--- src/rtl/core/cdo_pkg.sv ---
// Shared types, constants and codes of the calendar date offset block.
package cdo_pkg;

	localparam int DAY_W    = 5;
	localparam int MONTH_W  = 4;
	localparam int YEAR_W   = 16;
	localparam int OFF_W    = 21;
	localparam int ACC_W    = OFF_W + 1;
	localparam int REM_W    = 9;
	localparam int STEP_W   = 3;
	localparam int MOD_STEPS = 8;

	localparam logic OP_LOAD  = 1'b0;
	localparam logic OP_SHIFT = 1'b1;

	localparam logic [MONTH_W-1:0] M_JAN = 4'd1;
	localparam logic [MONTH_W-1:0] M_FEB = 4'd2;
	localparam logic [MONTH_W-1:0] M_APR = 4'd4;
	localparam logic [MONTH_W-1:0] M_JUN = 4'd6;
	localparam logic [MONTH_W-1:0] M_SEP = 4'd9;
	localparam logic [MONTH_W-1:0] M_NOV = 4'd11;
	localparam logic [MONTH_W-1:0] M_DEC = 4'd12;

	localparam logic [DAY_W-1:0] LEN_LEAP_FEB = 5'd29;
	localparam logic [DAY_W-1:0] LEN_FEB      = 5'd28;
	localparam logic [DAY_W-1:0] LEN_SHORT    = 5'd30;
	localparam logic [DAY_W-1:0] LEN_LONG     = 5'd31;

	localparam int YEAR_CYCLE = 400;
	localparam int CENTURY    = 100;
	localparam int MONTHS     = 12;

	localparam logic [REM_W-1:0] REM_LAST      = 9'(YEAR_CYCLE - 1);
	localparam logic [REM_W-1:0] REM_OF_TOP_YR = 9'(65535 % YEAR_CYCLE);
	localparam logic [YEAR_W-1:0] YEAR_TOP     = 16'hFFFF;

	localparam logic [DAY_W-1:0]   RST_DAY   = 5'd1;
	localparam logic [MONTH_W-1:0] RST_MONTH = 4'd1;
	localparam logic [YEAR_W-1:0]  RST_YEAR  = 16'd2000;
	localparam logic [REM_W-1:0]   RST_REM   = 9'(2000 % YEAR_CYCLE);

	typedef enum logic [2:0] {
		ST_IDLE,
		ST_MODRED,
		ST_LCHK,
		ST_STEP,
		ST_DONE
	} state_t;

	typedef struct packed {
		logic              in_ready;
		logic              load_go;
		logic              shift_go;
		logic              mod_step;
		logic              lchk;
		logic              step;
		logic              out_load;
		logic [STEP_W-1:0] k;
	} ctrl_t;

	typedef struct packed {
		logic need_fwd;
		logic need_bwd;
	} stat_t;

endpackage

--- src/rtl/core/cdo_mlen.sv ---
// Month length unit: days in a month given the year's remainder modulo 400.
module cdo_mlen import cdo_pkg::*; (
	input  logic [MONTH_W-1:0] month,
	input  logic [REM_W-1:0]   rem400,
	output logic [DAY_W-1:0]   len
);

	logic leap;

	assign leap = (rem400[1:0] == 2'b00) && (rem400 != REM_W'(CENTURY))
		&& (rem400 != REM_W'(2 * CENTURY)) && (rem400 != REM_W'(3 * CENTURY));

	always_comb begin
		case (month)
			M_FEB: len = leap ? LEN_LEAP_FEB : LEN_FEB;
			M_APR, M_JUN, M_SEP, M_NOV: len = LEN_SHORT;
			default: len = LEN_LONG;
		endcase
	end

endmodule

--- src/rtl/core/cdo_ctrl.sv ---
// Sequencer of the calendar date offset block.
module cdo_ctrl import cdo_pkg::*; (
	input  logic  clk,
	input  logic  arst_n,
	input  logic  in_valid,
	input  logic  opcode,
	input  logic  out_busy,
	input  stat_t stat,
	output ctrl_t ctrl
);

	state_t            state_q, state_nx;
	logic [STEP_W-1:0] k_q;

	always_ff @(posedge clk or negedge arst_n) begin
		if (!arst_n) begin
			state_q <= ST_IDLE;
			k_q     <= '0;
		end else begin
			state_q <= state_nx;
			if (ctrl.load_go) begin
				k_q <= STEP_W'(MOD_STEPS - 1);
			end else if (ctrl.mod_step) begin
				k_q <= k_q - STEP_W'(1);
			end
		end
	end

	always_comb begin
		state_nx = state_q;
		case (state_q)
			ST_IDLE: begin
				if (in_valid) begin
					state_nx = (opcode == OP_LOAD) ? ST_MODRED : ST_STEP;
				end
			end
			ST_MODRED: begin
				if (k_q == '0) begin
					state_nx = ST_LCHK;
				end
			end
			ST_LCHK: state_nx = ST_DONE;
			ST_STEP: begin
				if (!stat.need_fwd && !stat.need_bwd) begin
					state_nx = ST_DONE;
				end
			end
			ST_DONE: begin
				if (!out_busy) begin
					state_nx = ST_IDLE;
				end
			end
			default: state_nx = ST_IDLE;
		endcase
	end

	always_comb begin
		ctrl          = '0;
		ctrl.k        = k_q;
		ctrl.in_ready = (state_q == ST_IDLE);
		case (state_q)
			ST_IDLE: begin
				ctrl.load_go  = in_valid && (opcode == OP_LOAD);
				ctrl.shift_go = in_valid && (opcode == OP_SHIFT);
			end
			ST_MODRED: ctrl.mod_step = 1'b1;
			ST_LCHK:   ctrl.lchk     = 1'b1;
			ST_STEP:   ctrl.step     = 1'b1;
			ST_DONE:   ctrl.out_load = !out_busy;
			default:   ctrl.k        = k_q;
		endcase
	end

endmodule

--- src/rtl/core/calendar_date_offset.sv ---
// Top level of the calendar date offset block: date registers and shared datapath.
//
// The block holds one Gregorian date, 1 January 2000 after reset.
// Input channel (in_valid / in_ready): opcode 0 loads the date from
// load_day, load_month and load_year; opcode 1 adds the signed offset_days.
// Output channel (out_valid / out_ready): one item per input item, the date
// after the operation, in cur_day, cur_month and cur_year.
// A load passes eight restoring steps that reduce the year modulo 400 and the month
// modulo 12, then ST_LCHK checks the day and ST_DONE loads the output register.
// A shift walks the months crossed in ST_STEP; one shared adder and one month length
// unit advance one month per cycle, then ST_DONE loads the output register.
// The block takes one item at a time; in_ready returns in the cycle after the
// result is loaded into the output register.
// The result goes to an output register, so a new item is accepted while the
// last result still waits; if a second result is finished while the receiver
// stalls, the block holds it until the output register is free.
// Reset is asynchronous and clears the handshake state at once.
module calendar_date_offset import cdo_pkg::*; (
	input  logic                      clk,
	input  logic                      arst_n,
	input  logic                      in_valid,
	output logic                      in_ready,
	input  logic                      opcode,
	input  logic signed [OFF_W-1:0]   offset_days,
	input  logic [7:0]                load_day,
	input  logic [7:0]                load_month,
	input  logic [YEAR_W-1:0]         load_year,
	output logic                      out_valid,
	input  logic                      out_ready,
	output logic [DAY_W-1:0]          cur_day,
	output logic [MONTH_W-1:0]        cur_month,
	output logic [YEAR_W-1:0]         cur_year
);

	ctrl_t ctrl;
	stat_t stat;

	logic [DAY_W-1:0]        day_q;
	logic [MONTH_W-1:0]      mon_q;
	logic [YEAR_W-1:0]       yr_q;
	logic [REM_W-1:0]        rem_q;
	logic signed [ACC_W-1:0] acc_q;
	logic [YEAR_W-1:0]       yrem_q;
	logic [YEAR_W-1:0]       ldyr_q;
	logic [7:0]              mrem_q;
	logic [7:0]              ldday_q;
	logic                    out_valid_q;
	logic [DAY_W-1:0]        out_day_q;
	logic [MONTH_W-1:0]      out_mon_q;
	logic [YEAR_W-1:0]       out_yr_q;

	logic [YEAR_W:0]         ydiff;
	logic [12:0]             mdiff;
	logic [MONTH_W-1:0]      ld_mon;
	logic [MONTH_W-1:0]      prev_mon;
	logic [REM_W-1:0]        prev_rem;
	logic [REM_W-1:0]        next_rem;
	logic [MONTH_W-1:0]      len_mon;
	logic [REM_W-1:0]        len_rem;
	logic [DAY_W-1:0]        mlen;
	logic signed [ACC_W-1:0] addend;
	logic signed [ACC_W-1:0] acc_sum;
	logic                    day_ok;

	cdo_ctrl u_ctrl (
		.clk      (clk),
		.arst_n   (arst_n),
		.in_valid (in_valid),
		.opcode   (opcode),
		.out_busy (out_valid_q && !out_ready),
		.stat     (stat),
		.ctrl     (ctrl)
	);

	cdo_mlen u_mlen (
		.month  (len_mon),
		.rem400 (len_rem),
		.len    (mlen)
	);

	assign ydiff    = {1'b0, yrem_q} - ((YEAR_W + 1)'(YEAR_CYCLE) << ctrl.k);
	assign mdiff    = {5'b0, mrem_q} - (13'(MONTHS) << ctrl.k);
	assign ld_mon   = (mrem_q == 8'd0) ? M_DEC : mrem_q[MONTH_W-1:0];
	assign prev_mon = (mon_q <= M_JAN) ? M_DEC : mon_q - MONTH_W'(1);
	assign prev_rem = (yr_q == '0) ? REM_OF_TOP_YR
		: ((rem_q == '0) ? REM_LAST : rem_q - REM_W'(1));
	assign next_rem = ((yr_q == YEAR_TOP) || (rem_q == REM_LAST)) ? '0 : rem_q + REM_W'(1);

	assign stat.need_bwd = acc_q[ACC_W-1] || (acc_q == '0);
	assign stat.need_fwd = acc_q > $signed({{(ACC_W - DAY_W){1'b0}}, mlen});

	always_comb begin
		if (ctrl.lchk) begin
			len_mon = ld_mon;
			len_rem = yrem_q[REM_W-1:0];
		end else if (stat.need_bwd) begin
			len_mon = (mon_q <= M_JAN) ? M_DEC : prev_mon;
			len_rem = (mon_q <= M_JAN) ? prev_rem : rem_q;
		end else begin
			len_mon = mon_q;
			len_rem = rem_q;
		end
	end

	assign addend  = stat.need_bwd ? $signed({{(ACC_W - DAY_W){1'b0}}, mlen})
		: -$signed({{(ACC_W - DAY_W){1'b0}}, mlen});
	assign acc_sum = acc_q + addend;
	assign day_ok  = (ldday_q != 8'd0) && (ldday_q <= {3'b0, mlen});

	always_ff @(posedge clk or negedge arst_n) begin
		if (!arst_n) begin
			day_q       <= RST_DAY;
			mon_q       <= RST_MONTH;
			yr_q        <= RST_YEAR;
			rem_q       <= RST_REM;
			out_valid_q <= 1'b0;
		end else begin
			if (ctrl.lchk) begin
				day_q <= day_ok ? ldday_q[DAY_W-1:0] : RST_DAY;
				mon_q <= ld_mon;
				yr_q  <= ldyr_q;
				rem_q <= yrem_q[REM_W-1:0];
			end else if (ctrl.step) begin
				if (stat.need_bwd) begin
					mon_q <= prev_mon;
					if (mon_q <= M_JAN) begin
						yr_q  <= yr_q - YEAR_W'(1);
						rem_q <= prev_rem;
					end
				end else if (stat.need_fwd) begin
					if (mon_q >= M_DEC) begin
						mon_q <= M_JAN;
						yr_q  <= yr_q + YEAR_W'(1);
						rem_q <= next_rem;
					end else begin
						mon_q <= mon_q + MONTH_W'(1);
					end
				end else begin
					day_q <= acc_q[DAY_W-1:0];
				end
			end
			if (ctrl.out_load) begin
				out_valid_q <= 1'b1;
			end else if (out_ready) begin
				out_valid_q <= 1'b0;
			end
		end
	end

	always_ff @(posedge clk) begin
		if (ctrl.load_go) begin
			yrem_q  <= load_year;
			ldyr_q  <= load_year;
			mrem_q  <= load_month;
			ldday_q <= load_day;
		end else if (ctrl.mod_step) begin
			if (!ydiff[YEAR_W]) begin
				yrem_q <= ydiff[YEAR_W-1:0];
			end
			if (!mdiff[12]) begin
				mrem_q <= mdiff[7:0];
			end
		end
		if (ctrl.shift_go) begin
			acc_q <= $signed({{(ACC_W - DAY_W){1'b0}}, day_q})
				+ $signed({offset_days[OFF_W-1], offset_days});
		end else if (ctrl.step && (stat.need_fwd || stat.need_bwd)) begin
			acc_q <= acc_sum;
		end
		if (ctrl.out_load) begin
			out_day_q <= day_q;
			out_mon_q <= mon_q;
			out_yr_q  <= yr_q;
		end
	end

	assign in_ready  = ctrl.in_ready;
	assign out_valid = out_valid_q;
	assign cur_day   = out_day_q;
	assign cur_month = out_mon_q;
	assign cur_year  = out_yr_q;

endmodule

--- config.mk ---
export PLATFORM = sky130hd
export DESIGN_NAME = calendar_date_offset
export DESIGN_NICKNAME = d
export VERILOG_FILES = /design/src/rtl/core/cdo_pkg.sv /design/src/rtl/core/cdo_mlen.sv /design/src/rtl/core/cdo_ctrl.sv /design/src/rtl/core/calendar_date_offset.sv
export SDC_FILE = /design/constraint.sdc
export NUM_CORES = 1
export LEC_CHECK = 0
export ABC_AREA = 1
export ABC_CLOCK_PERIOD_IN_PS = 5000
export BUFFER_PORTS_ARGS = -buffer_cell sky130_fd_sc_hd__buf_2
export CAP_MARGIN = 10
export CORE_MARGIN = 2
export CORE_UTILIZATION = 45
export DETAILED_ROUTE_END_ITERATION = 16
export PLACE_DENSITY_LB_ADDON = 0.25
export SLEW_MARGIN = 20
export SYNTH_ARGS = -nofsm -noshare
export SYNTH_HDL_FRONTEND = slang
export SYNTH_SLANG_ARGS = --single-unit
--- constraint.sdc ---
create_clock -name clk -period 5 [get_ports clk]
set_clock_uncertainty 0.1 [all_clocks]
set_input_delay 1 -clock clk [delete_from_list [all_inputs] [get_ports clk]]
set_output_delay 1 -clock clk [all_outputs]
set_load 0.02 [all_outputs]
## Word-level counts from Yosys, hierarchy flattened

Index checks and enable logic that the tools add are counted.

- $add $sub $neg: 12
- Multipliers: 0
- Divide/modulo/power cells: 0
- $lt $le $gt $ge: 4
- Eq/ne operators: 23
- Shifts and indexed selects: 2
- Mux-type cells: 58
- Bitwise gates (word level): 1
- Reductions and logical operators: 38

Operators with widths:

| kind | number |
|---|---|
| 16-bit two-way mux | 9 |
| 9-bit two-way mux | 11 |
| 22-bit two-way mux | 3 |
| 4-bit two-way mux | 10 |
| 5-bit two-way mux | 5 |
| 8-bit two-way mux | 3 |
| 22-bit adder | 1 |
| 6-bit by 21-bit adder with 22-bit output | 1 |
| 22-bit by 6-bit > comparator with 1-bit output | 1 |
| 22-bit logical NOT | 1 |
| 5-bit negator with 22-bit output | 1 |
| 3-bit two-way mux | 6 |
| 9-bit by 3-bit << shifter with 17-bit output (first input constant) | 1 |
| 16-bit by 17-bit subtractor with 17-bit output | 1 |
| 16-bit by 1-bit adder with 16-bit output (second input constant) | 1 |
| 16-bit == test (second input constant) | 1 |
| 16-bit logical NOT | 1 |
| 16-bit by 1-bit subtractor with 16-bit output (second input constant) | 1 |
| 3-bit case mux with 5 select lines | 1 |
| 4-bit by 3-bit << shifter with 13-bit output (first input constant) | 1 |
| 8-bit by 13-bit subtractor with 13-bit output | 1 |
| 2-bit != test (second input constant) | 6 |
| 5-bit case mux with 2 select lines | 1 |
| 9-bit by 1-bit adder with 9-bit output (second input constant) | 1 |
| 36 further kinds | 69 |

- Register bits after elaboration: 136
- Latch bits: 0
- RAM bits: 0
- Memory bits (read-only): 0
- Input port bits: 58
- Output and inout bits: 27
- Logic and storage cells: 153
- Memories kept: 0

## Depth between registers and ports, before layout

Gate-level depths: netlist of the first run.

- Depth in word-level cells: 17
- Depth in mapped cells: 32

## Modules after synthesis

From an unflattened synthesis of the first run, not the netlist that was laid out.

- Cell total of the unflattened synthesis: 1500
- Area total of the unflattened synthesis: 10894.2 um^2

By module, submodules not included:

| module | instances | cells an instance | area an instance (um^2) | seq. area each (um^2) |
|---|---|---|---|---|
| calendar_date_offset | 1 | 1408 | 10322.4 | 3738.6 |
| cdo_ctrl | 1 | 56 | 402.9 | 150.1 |
| cdo_mlen | 1 | 36 | 168.9 | 0.0 |

## Worst setup path before layout of the first run

OpenSTA, ideal clock, no wires.

- Path kind: flip-flop to flip-flop
- Start point: reg mon_q[0]
- End point: reg acc_q[14], data pin
- Library setup time: 0.258 ns
- Arrival time: 3.956 ns
- Data required time: 4.642 ns
- Setup slack: 0.686 ns
- Cell stages (with the launch flop): 28
- Clock period less this slack: 4.314 ns
- Cell sequence: dfstp_2 inv_1 ha_1 o21ai_4 inv_4 buf_6 nand3_1 nand2_1 inv_1 a21oi_2 nor2_1 and2_1 a21oi_2 nand2_1 a21oi_2 ha_1 inv_1 o21ai_1 inv_2 fa_1 o21ai_2 a21oi_1 o21ai_1 a21boi_0 o21bai_1 a21oi_1 o21ai_0 nand2_1

- Cells in the longest elaborated chain, start to end: 15
- Elaborated cells on any way between the ends: 29

RTL lines:

| item | line | RTL |
|---|---|---|
| start: declaration | calendar_date_offset.sv:39 | `logic [MONTH_W-1:0] mon_q;` |
| start signal: assignment | calendar_date_offset.sv:120 | `mon_q <= ld_mon;` |
| start signal: assignment | calendar_date_offset.sv:125 | `mon_q <= prev_mon;` |
| start signal: assignment | calendar_date_offset.sv:136 | `mon_q <= mon_q + MONTH_W'(1);` |
| 4-bit by 1-bit less-or-equal comparator with 1-bit output | calendar_date_offset.sv:84, calendar_date_offset.sv:97, calendar_date_offset.sv:98 |  |
| 9-bit two-way mux | n/a |  |
| 9-bit two-way mux | calendar_date_offset.sv:96 | `end else if (stat.need_bwd) begin` |
| 9-bit two-way mux | calendar_date_offset.sv:93 | `if (ctrl.lchk) begin` |
| 9-bit by 7-bit != test with 1-bit output or 2-bit logical NOT (tied branches) | cdo_mlen.sv:10 | `assign leap = (rem400[1:0] == 2'b00) && (rem400 != REM_W'(CENTURY))` |
| 1-bit logical AND | cdo_mlen.sv:10 |  |
| 1-bit logical AND (2 in series) | cdo_mlen.sv:11 | `&& (rem400 != REM_W'(2 * CENTURY)) && (rem400 != REM_W'(3 * CENTURY));` |
| 1-bit two-way mux | cdo_mlen.sv:15 | `M_FEB: len = leap ? LEN_LEAP_FEB : LEN_FEB;` |
| 5-bit case mux with 2 select lines * | cdo_mlen.sv:14 | `case (month)` |
| 5-bit negator with 22-bit output | calendar_date_offset.sv:106 | `: -$signed({{(ACC_W - DAY_W){1'b0}}, mlen});` |
| 22-bit two-way mux * | calendar_date_offset.sv:105 | `assign addend = stat.need_bwd ? $signed({{(ACC_W - DAY_W){1'b0}}, mlen})` |
| 22-bit adder * | calendar_date_offset.sv:107 | `assign acc_sum = acc_q + addend;` |
| 22-bit two-way mux * | calendar_date_offset.sv:167 | `end else if (ctrl.step && (stat.need_fwd \|\| stat.need_bwd)) begin` |
| 22-bit two-way mux * | calendar_date_offset.sv:164 | `if (ctrl.shift_go) begin` |
| end signal: assignment | calendar_date_offset.sv:165 | `acc_q <= $signed({{(ACC_W - DAY_W){1'b0}}, day_q})` |
| end signal: assignment | calendar_date_offset.sv:168 | `acc_q <= acc_sum;` |
| end: declaration | calendar_date_offset.sv:42 | `logic signed [ACC_W-1:0] acc_q;` |

Every way passes the cells marked *; elsewhere a longest branch is shown, timed or not. The select of a mux whose other input is x is not followed.
A chain may end at the register's enable or synchronous reset.

## Final worst setup path of the first run

- Start point: reg mon_q[0]
- End point: reg acc_q[17], data pin

The elaborated chain is that of the path after synthesis.

==> qor.csv, run 1 <==
stage,metric,value,unit
critical_path,worst-path fanout max,12,
synth,#FFs+latches synth,136,
timing,Rel. slew slack,42.0,%
synth,Area contributors post-synth,"edfxtp_1 29%, nand2_1 11%, ha_1 9.5%, dfrtp_1 8.4%, inv_1 4.6%",
place,GP Congestion,0.973,
floorplanning,IO Count,85,
clock_network,clock tree root buffer cell,clkbuf_16,
synth,top-area cell type share of the netlist area,29.1,%
min_path,Hold Path Class,reg -> reg,
timing,Final TNS setup,0,ps
clock_network,worst skew pair latency,430,ps
place,DP Wirelength,20000,um
timing,Max Fclk,214,MHz
synth,"Avg Cell Area, Syn",8.03,um^2
clock_network,CTS sink cnt,136,
global_route,total global routing overflow,0,
critical_path,Crit-path slowest cell,dfstp_2,
synth,Synth Instances,1219,
synth,Mapped Area,9790,um^2
finish,# diodes,0,
finish,Final Util,52.7,%
finish,"most common cell after layout, fill and taps aside",nand2_1,
timing,final hold vios,0,
finish,area of the multi-input gates,5280,um^2
power_and_ir_drop,VDD IR max,0.000300,V
critical_path,Max stage delay on crit path,570,ps
timing,Final setup violation count,0,
critical_path,startpoint types,register,
place,port bufs,84,
finish,storage element area,3890,um^2
route,initial drt markers,670,
critical_path,most frequent CP cell,nand2_1,
status,run status,"finished, final reports clean",
finish,most frequent cells in the layout,"297 x nand2_1, 121 x inv_1, 111 x nor2_1, 95 x edfxtp_1, 89 x o21ai_0",
floorplanning,Initial Utilization,46.3,%
timing,"Slew Viols, Final",0,
finish,Non-Filler Instances,1602,
clock_network,TritonCTS Buffers,17,
synth,Synth cell types,63,
global_route,largest net degree at the start of global routing,42,
floorplanning,Rows,53,
route,final WL,26200,um
timing,RSZ-0062 raised after global routing,false,
floorplanning,Die ar.,23000,um^2
timing,Final min period,4660,ps
critical_path,Required @ worst endpoint,5080,ps
clock_network,CTS tree,yes,
synth,"FFs w/ async S/R, synth",30.1,%
route,antenna-violating nets left,0,
timing,"Period Utilization, post-route",93.2,%
route,drt first pass iters,8,
clock_network,CTS clock-pin slew for the worst setup and hold paths,60,ps
synth,YS warnings,0,
route,via count,8709,
floorplanning,Die H,151,um
finish,synth-to-layout area growth,13.8,%
global_route,vias in the first global route,8171,
route,Via-to-Cell Ratio,5.44,
synth,Post-synth EDFFs,95,
synth,main flop type after synthesis,edfxtp_1,
floorplanning,core area,21200,um^2
power_and_ir_drop,static leakage,5.03,nW
floorplanning,Die Wd,151,um
synth,"Net Count, Synth",1354,
clock_network,Longest Clk Path Bufs,2,
power_and_ir_drop,power per cell area,800,nW/um^2
critical_path,Worst EP arrival,4740,ps
critical_path,Crit. End Element,register,
route,number of remaining DRC errors,0,
critical_path,crit path kind,reg -> reg,
place,dpl cells,1566,
route,Routed WL per cell,16.3,um
finish,FILL cells,2045,
synth,Synth area leader,edfxtp_1,
global_route,first-pass GRT wire length,42000,um
synth,sequential share of the synthesized area,39.7,%
global_route,GRT Overall Usage,23.7,%
global_route,initial antenna violation count,0,
finish,Final nets,1449,
finish,layout cells sized above 1,15.3,%
run,max-cap violations,0,
clock_network,Max H-tree Level,4,
timing,Worst Max-Slew Pin Slew,868,ps
[sequential cells by signal (all words and copies together), names as in the netlist]
register,flops
day_q,5
mrem_q,8
rem_q,9
cur_day,5
ldday_q,8
mon_q,4
yrem_q,16
ldyr_q,16
cur_year,16
u_ctrl.state_q,3
cur_month,4
yr_q,16
out_valid,1
u_ctrl.k_q,3
acc_q,22
[metal layers]
metal	vias up	global-route usage, %	routed length, um
met5	-	0	0
met4	0	9.21	731
met3	50	3.35	1470
met2	293	38.0	11900
met1	4008	32.6	12100
li1	4358	-	-
[report_power, final]
group          total, mW  switching [mW]  internal, mW
logic               5.35            3.41          1.95
clock network       1.29           0.543         0.743
registers           2.27           0.373          1.90
[worst max-delay path, delay by kind of cell (launching register included)]
family	cells	cell delay (ps)
DFF	1	570
AOI/OAI and AO/OA	7	1290
and+or+nand+nor	14	1260
buffers and inverters	4	380
adders and majority gates	3	810
[worst paths after layout]
kind	slack, ps	endpoint	startpoint	cells after the start
setup / recovery	340	acc_q[17]	mon_q[0]	28
hold / removal	390	cur_day[1]	day_q[1]	0
setup reg to reg	340	acc_q[17]	mon_q[0]	28
hold reg to reg	390	cur_day[1]	day_q[1]	0
max in group asynchronous	3920	day_q[1]	arst_n	1
min in group asynchronous	470	yr_q[3]	arst_n	1
[through the flow]
stage	total power, mW	hold slack [ps]	setup slack [ps]	area [um^2]
CTS	8.88	397	251	11100
floorplan	6.28	347	686	9790
global route	9.76	404	10.9	11100
finish	8.91	394	338	11100
global placement	7.48	377	374	10500
detailed placement	7.55	383	266	10500
[what timing repair did]
item	in CTS	in global routing
hold buffers	0	0
gates resized for setup	0	1
buffers inserted	0	4
setup endpoints to repair	0	4
[area by class of cell]
class	instances	share of cell area [%]
sequential	136	34.9
clock inverter	15	1.46
clock buffer	17	3.82
tap	275	3.09
inverter	133	4.56
multi-input combinational	927	47.4
timing repair buffer	99	4.81
[synth_stat cells (4+ instances only)]
cell	n
a41oi_1	4
o21a_1	5
a21o_1	5
nand4_1	15
inv_1	121
nand2_2	5
nand2_1	297
a31oi_1	10
nor2_4	7
o21ai_0	90
nor4_1	7
edfxtp_1	95
nor2_2	9
nor2_1	113
o21ai_1	18
or2_2	8
nand3_1	67
buf_2	9
a21oi_1	69
dfstp_2	8
a21oi_2	9
clkbuf_1	8
inv_2	7
xor2_1	22
xnor2_1	13
dfrtp_1	33
o21bai_1	6
ha_1	74
nor3_1	18
o211ai_1	14
buf_6	4
[logic make-up after synthesis]
logic type	after synthesis	synth area share, %
fa+ha+maj	77	10.1
flops	136	39.7
buf+inv	156	6.53
compound gates	253	15.2
simple gates	561	25.2
mux	1	0.102
xor+xnor	35	3.13
Power figures use the tool's default switching activity.
==> inputs of run 2 (changes only) <==
--- a/config.mk
+++ b/config.mk
@@ -9,8 +9,10 @@
 export ABC_CLOCK_PERIOD_IN_PS = 5000
 export BUFFER_PORTS_ARGS = -buffer_cell sky130_fd_sc_hd__buf_2
 export CAP_MARGIN = 10
+export CELL_PAD_IN_SITES_DETAIL_PLACEMENT = 1
+export CELL_PAD_IN_SITES_GLOBAL_PLACEMENT = 1
 export CORE_MARGIN = 2
-export CORE_UTILIZATION = 45
+export CORE_UTILIZATION = 46
 export DETAILED_ROUTE_END_ITERATION = 16
 export PLACE_DENSITY_LB_ADDON = 0.25
 export SLEW_MARGIN = 20
==> run 2 against run 1 <==
  * Utilization grew 0.49 points
  * Hold slack lost 20 ps
  * Non-clock buffer count grew 1
  * Critical path depth shrank 1
  * Global-route usage grew 4.0 points
  * Design area is essentially flat
  * Clock power shrank 5%
  * Count of clock-buffer cells in the layout is the same
  * Cell count is essentially flat
  * Register-to-register slack lost 30 ps
  * Sequential power is essentially flat
  * Fmax shrank 0.60%
  * Highest routed layer unchanged
==> qor.csv, run 2 (synthesis results as in run 1) <==
stage,metric,value,unit,change
clock_network,CTS clock-pin slew for the worst setup and hold paths,70,ps,was 60 ps
route,antenna-violating nets left,0,,unchanged
timing,Max Fclk,213,MHz,was 214 MHz
critical_path,Worst EP arrival,4740,ps,about the same
finish,Largest Register,acc_q,,unchanged
place,port bufs,84,,unchanged
timing,RSZ-0062 raised after global routing,true,,was false
finish,FILL cells,2632,,was 2045
floorplanning,Initial Utilization,46.7,%,was 46.3%
route,initial drt markers,680,,was 670
timing,Worst Max-Slew Pin Slew,916,ps,was 868 ps
floorplanning,core area,21000,um^2,was 21200 um^2
global_route,first-pass GRT wire length,48200,um,was 42000 um
global_route,vias in the first global route,9101,,was 8171
clock_network,TritonCTS Buffers,17,,unchanged
timing,"Slew Viols, Final",0,,unchanged
critical_path,worst-path fanout max,6,,was 12
min_path,worst min-delay path startpoint,mon_q[1],,was day_q[1]
critical_path,"reg-to-reg slack, setup",310,ps,was 340 ps
critical_path,crit path kind,reg -> reg,,unchanged
finish,Final nets,1450,,was 1449
route,Routed WL per cell,19.0,um,was 16.3 um
clock_network,CTS tree,yes,,unchanged
power_and_ir_drop,power per cell area,826,nW/um^2,was 800 nW/um^2
timing,final setup margin,310,ps,was 338 ps
power_and_ir_drop,Int Power,4.55,mW,was 4.59 mW
power_and_ir_drop,Clk network pwr share,13.3,%,was 14.4%
place,DP Wirelength,23200,um,was 20000 um
route,final WL,30400,um,was 26200 um
power_and_ir_drop,P_sw,4.66,mW,was 4.32 mW
clock_network,clock tree root buffer cell,clkbuf_16,,unchanged
route,number of remaining DRC errors,0,,unchanged
route,drt first pass iters,4,,was 8
critical_path,Critical Path Source,mon_q[0],,unchanged
status,run status,"finished, final reports clean",,unchanged
place,GP Congestion,0.967,,was 0.973
floorplanning,IO Count,85,,unchanged
clock_network,CTS sink cnt,136,,unchanged
global_route,initial antenna violation count,0,,unchanged
run,max-cap violations,0,,unchanged
clock_network,hold-fix buffer count after cts,0,,unchanged
floorplanning,Die H,150,um,was 151 um
finish,"most common cell after layout, fill and taps aside",nand2_1,,unchanged
power_and_ir_drop,static leakage,5.03,nW,about the same
global_route,total global routing overflow,0,,unchanged
critical_path,startpoint types,register,,unchanged
finish,layout cells sized above 1,15.7,%,was 15.3%
global_route,largest net degree at the start of global routing,48,,was 42
timing,Final TNS setup,0,ps,unchanged
floorplanning,Rows,53,,unchanged
global_route,GRT Overall Usage,27.7,%,was 23.7%
timing,Rel. slew slack,38.8,%,was 42.0%
route,Via-to-Cell Ratio,5.62,,was 5.44
finish,max reg flops,22,,unchanged
power_and_ir_drop,VDD IR max,0.000345,V,was 0.000300 V
clock_network,Longest Clk Path Bufs,2,,unchanged
min_path,hold depth,0,,unchanged
place,"worst slack, placed",122,ps,was 266 ps
power_and_ir_drop,Seq pwr share,25.0,%,was 25.5%
critical_path,Required @ worst endpoint,5050,ps,was 5080 ps
critical_path,R2R depth,27,,was 28
clock_network,Max H-tree Level,4,,unchanged
timing,final hold vios,0,,unchanged
route,via count,9016,,was 8709
timing,Final setup violation count,0,,unchanged
floorplanning,Die Wd,150,um,was 151 um
timing,"Period Utilization, post-route",93.8,%,was 93.2%
finish,most frequent cells in the layout,"297 x nand2_1, 121 x inv_1, 111 x nor2_1, 95 x edfxtp_1, 89 x o21ai_0",,unchanged
critical_path,Crit. End Element,register,,unchanged
clock_network,worst skew pair latency,440,ps,was 430 ps
critical_path,RR Startpoint,mon_q[0],,unchanged
finish,# diodes,0,,unchanged
finish,post-route cell area,11100,um^2,about the same
power_and_ir_drop,Logic pwr share,61.8,%,was 60.0%
min_path,Hold Path Class,reg -> reg,,unchanged
floorplanning,Die ar.,22500,um^2,was 23000 um^2
critical_path,Critical Path Sink,acc_q[21],,was acc_q[17]
finish,synth-to-layout area growth,13.8,%,about the same
critical_path,reg2reg end,acc_q[21],,was acc_q[17]
timing,Final min period,4690,ps,was 4660 ps
place,Post-DP Area,10500,um^2,unchanged
power_and_ir_drop,Sw Ratio,50.6,%,was 48.5%
[run 2: worst min-delay path by stage]
| stage | slack [ps] | end |
|---|---|---|
| floorplan | 350 | cur_month[2] |
| global placement | 370 | cur_month[1] |
| detailed placement | 370 | cur_month[1] |
| CTS | 380 | cur_month[1] |
| global route | 400 | cur_month[1] |
| finish | 370 | cur_month[1] |
[run 2: critical path: stages (launching register included)]
cell       delay, ps
dfstp_2          570
inv_1            120
ha_2             230
o21ai_4          220
buf_4            180
nor2_1            50
nand2_1           50
nand2_1           50
nor2_1           100
nand3_1          110
nand3_1          120
nor2_1            60
nand4_1           80
nand2_1           60
nand2_1          110
a21oi_2           60
ha_1             180
or2_2            300
ha_1             350
a21o_1           190
nand3_1           70
o211ai_1         180
buf_4            200
nand3_1           60
o2111ai_1        140
or2_2            300
nand3_1           70
o21ai_0          110
[run 2: layer usage]
metal / up-vias / share of wire (%) / track usage, % / wire, um
met5: - / 0 / 0 / 0
li1: 4356 / - / - / -
met4: 0 / 2.6 / 9.39 / 782
met2: 223 / 48 / 46.4 / 14600
met1: 4387 / 46 / 37.1 / 13900
met3: 50 / 3.7 / 3.63 / 1130
[run 2: timing repair]
action | in CTS | in global routing
gates resized for setup | 0 | 7
buffers inserted | 0 | 5
endpoints found under the hold margin | 0 | 0
setup endpoints to repair | 0 | 10
[run 2: power groups by stage]
stage	logic, mW	clock network [mW]	registers (mW)
detailed placement	5.48	0	2.31
global route	6.42	1.27	2.34
finish	5.68	1.22	2.30
global placement	5.26	0	2.29
CTS	5.58	1.23	2.29
floorplan	4.07	0	2.21
[run 2: stage by stage]
step | instances | total power [mW] | utilization [%] | hold slack [ps]
CTS | 1598 | 9.10 | 52.8 | 378
finish | 1603 | 9.20 | 53.2 | 374
floorplan | 1219 | 6.28 | - | 347
global placement | 1566 | 7.55 | 50.2 | 368
detailed placement | 1566 | 7.78 | 50.2 | 367
global route | 1603 | 10.0 | 53.2 | 396
[run 2: final cells by class]
type	instances	area, um^2	share of cell area, %
Clock buffer	17	425	3.82
Clock inverter	15	133	1.19
Inverter	133	508	4.56
Multi-Input combinational cell	927	5300	47.6
Sequential cell	136	3890	34.9
Tap cell	275	344	3.09
Timing Repair Buffer	100	541	4.85
==> inputs of run 3 (changes only) <==
--- a/config.mk
+++ b/config.mk
@@ -12,7 +12,8 @@
 export CELL_PAD_IN_SITES_DETAIL_PLACEMENT = 1
 export CELL_PAD_IN_SITES_GLOBAL_PLACEMENT = 1
 export CORE_MARGIN = 2
-export CORE_UTILIZATION = 46
+export CORE_UTILIZATION = 47
+export CTS_BUF_LIST = sky130_fd_sc_hd__clkbuf_4
 export DETAILED_ROUTE_END_ITERATION = 16
 export PLACE_DENSITY_LB_ADDON = 0.25
 export SLEW_MARGIN = 20
==> run 3 against run 2 <==
  * Wire length decreased by 2.8%
  * Global-route usage increased by 0.054 points
  * Setup slack improved by 18 ps
  * Flip-flop and latch count unchanged
  * Design area decreased by 2.3%
  * First-iteration DRC count decreased by 22%
  * Sequential share of layout area increased by 0.81 points
  * Count of clock-buffer cells in the layout increased by 2
  * Non-clock buffer count decreased by 1
  * Die area decreased by 2.1%
  * Critical path depth decreased by 6
  * Highest routed layer unchanged
==> qor.csv, run 3 (synthesis results as in run 1) <==
stage,metric,value,unit,change
status,run status,"finished, final reports clean",,unchanged
floorplanning,IO Count,85,,unchanged
route,initial drt markers,533,,was 680
critical_path,startpoint types,register,,unchanged
timing,Hold WS,312,ps,was 374 ps
clock_network,clock tree root buffer cell,clkbuf_4,,was clkbuf_16
timing,"Period Utilization, post-route",93.4,%,was 93.8%
route,via count,8982,,was 9016
floorplanning,Die ar.,22000,um^2,was 22500 um^2
power_and_ir_drop,Logic pwr share,64.1,%,was 61.8%
power_and_ir_drop,static leakage,4.92,nW,was 5.03 nW
timing,Final setup violation count,0,,unchanged
clock_network,CTS tree,yes,,unchanged
timing,Rel. slew slack,37.1,%,was 38.8%
timing,"Slew Viols, Final",0,,unchanged
timing,Worst Max-Slew Pin Slew,942,ps,was 916 ps
global_route,vias in the first global route,9368,,was 9101
global_route,GRT Overall Usage,27.8,%,was 27.7%
power_and_ir_drop,P_sw,4.50,mW,was 4.66 mW
critical_path,crit path kind,reg -> reg,,unchanged
power_and_ir_drop,power per cell area,807,nW/um^2,was 826 nW/um^2
critical_path,Worst EP arrival,4860,ps,was 4740 ps
route,number of remaining DRC errors,0,,unchanged
critical_path,most frequent CP cell,nand3_1,,unchanged
timing,final setup margin,328,ps,was 310 ps
floorplanning,Die H,148,um,was 150 um
clock_network,Max H-tree Level,4,,unchanged
route,final WL,29600,um,was 30400 um
global_route,largest net degree at the start of global routing,42,,was 48
finish,"most common cell after layout, fill and taps aside",nand2_1,,unchanged
timing,Final TNS setup,0,ps,unchanged
clock_network,Longest Clk Path Bufs,2,,unchanged
global_route,first-pass GRT wire length,48400,um,was 48200 um
route,Routed WL per cell,18.5,um,was 19.0 um
min_path,Hold Path Class,in -> async,,was reg -> reg
timing,Final min period,4670,ps,was 4690 ps
finish,Largest Register,acc_q,,unchanged
finish,Final Util,53.4,%,was 53.2%
power_and_ir_drop,Clk network pwr share,9.7,%,was 13.3%
route,drt first pass iters,5,,was 4
timing,Max Fclk,214,MHz,was 213 MHz
finish,max reg flops,22,,unchanged
place,"worst slack, placed",182,ps,was 122 ps
finish,area of the multi-input gates,5290,um^2,was 5300 um^2
power_and_ir_drop,Int Power,4.29,mW,was 4.55 mW
timing,final hold vios,0,,unchanged
clock_network,CTS clock-pin slew for the worst setup and hold paths,140,ps,was 70 ps
route,Via-to-Cell Ratio,5.62,,about the same
critical_path,Crit. End Element,register,,unchanged
critical_path,Required @ worst endpoint,5190,ps,was 5050 ps
power_and_ir_drop,VDD IR max,0.000335,V,was 0.000345 V
finish,most frequent cells in the layout,"297 x nand2_1, 121 x inv_1, 110 x nor2_1, 95 x edfxtp_1, 89 x o21ai_0",,"was 297 x nand2_1, 121 x inv_1, 111 x nor2_1, 95 x edfxtp_1, 89 x o21ai_0"
clock_network,CTS sink cnt,136,,unchanged
place,DP Wirelength,22800,um,was 23200 um
critical_path,crit path cell chain,"inv_1, ha_2, o21ai_4, inv_4, o21ai_1, o211ai_1, nor2_1, nand2_1, nor2_2, a21oi_2, ha_1, or2_2, ha_1, a21o_1, nand3_1, o211ai_1, nand3_1, o2111ai_1, or2_2, nand3_1, o21ai_0",,
floorplanning,Initial Utilization,48.1,%,was 46.7%
route,antenna-violating nets left,0,,unchanged
critical_path,worst-path fanout max,12,,was 6
finish,storage element area,3890,um^2,unchanged
place,GP Congestion,0.884,,was 0.967
global_route,total global routing overflow,0,,unchanged
critical_path,Critical Path Source,mon_q[0],,unchanged
finish,layout cells sized above 1,15.6,%,was 15.7%
critical_path,Max stage delay on crit path,590,ps,was 570 ps
timing,RSZ-0062 raised after global routing,false,,was true
clock_network,worst skew pair latency,580,ps,was 440 ps
finish,FILL cells,2562,,was 2632
global_route,initial antenna violation count,1,,was 0
floorplanning,core area,20400,um^2,was 21000 um^2
clock_network,TritonCTS Buffers,17,,unchanged
finish,Final nets,1449,,was 1450
power_and_ir_drop,Seq pwr share,26.2,%,was 25.0%
critical_path,Crit-path slowest cell,dfstp_2,,unchanged
critical_path,RR Startpoint,mon_q[0],,unchanged
place,port bufs,84,,unchanged
floorplanning,Die Wd,148,um,was 150 um
finish,synth-to-layout area growth,11.2,%,was 13.8%
power_and_ir_drop,Sw Ratio,51.2,%,was 50.6%
floorplanning,Rows,52,,was 53
run,max-cap violations,0,,unchanged
run 3: cell count changes in the layout (fill, tap and decap cells not counted), moves of 2 or more:
cell | before | now
clkbuf_4 | 0 | 19
clkbuf_16 | 17 | 0
bufinv_16 | 0 | 4
inv_6 | 6 | 2
inv_8 | 3 | 0
clkinv_4 | 3 | 1
run 3: what timing repair did:
item                       in CTS  in global routing
hold buffers                    0                  0
setup endpoints to repair       0                  8
setup buffers                   0                  4
gates resized for setup         0                  7
run 3: worst max-delay path, delay by kind of cell, from the launching register on:
family	cells	cell delay, ps
and+or+nand+nor	8	1350
AOI/OAI and AO/OA	8	1330
adders and majority gates	3	780
DFF	1	590
buffers and inverters	2	230
run 3: power by group through the flow:
| stage | Combinational, mW | Clock [mW] | Sequential, mW |
|---|---|---|---|
| 6_report | 5.63 | 0.853 | 2.30 |
| 5_1_grt | 6.38 | 0.911 | 2.35 |
| 4_1_cts | 5.56 | 0.861 | 2.29 |
| 3_5_place_dp | 5.47 | 0 | 2.31 |
| 3_3_place_gp | 5.22 | 0 | 2.29 |
| 2_1_floorplan | 4.07 | 0 | 2.21 |
run 3: worst paths after layout:
path | to | slack, ps | depth (start not counted)
min in group clk | cur_month[1] | 410 | 0
max reg2reg | acc_q[21] | 330 | 21
max | acc_q[21] | 330 | 21
min | rem_q[7] | 310 | 1
min reg2reg | cur_month[1] | 410 | 0
max in group asynchronous | day_q[1] | 4070 | 1
run 3: layout make-up:
| class | count | area share [%] |
|---|---|---|
| clock buffer | 19 | 1.31 |
| antenna | 1 | 0.0230 |
| clock inverter | 12 | 1.61 |
| inverter | 133 | 4.67 |
| multi-input combinational | 927 | 48.6 |
| sequential | 136 | 35.7 |
| tap | 270 | 3.10 |
| timing repair buffer | 99 | 4.92 |
run 3: per-stage QoR:
step	std cells	instance area, um^2	total power, mW
finish	1597	10900	8.78
global placement	1561	10500	7.51
detailed placement	1561	10500	7.79
floorplan	1219	9790	6.28
global route	1597	10900	9.64
CTS	1592	10800	8.71
run 3: routing by layer:
metal,GRT usage [%],wire (um),share of wire [%]
met4,7.76,569,1.9
met1,37.2,13400,45
met5,0,0,0
met3,3.99,1380,4.6
met2,47.2,14200,48
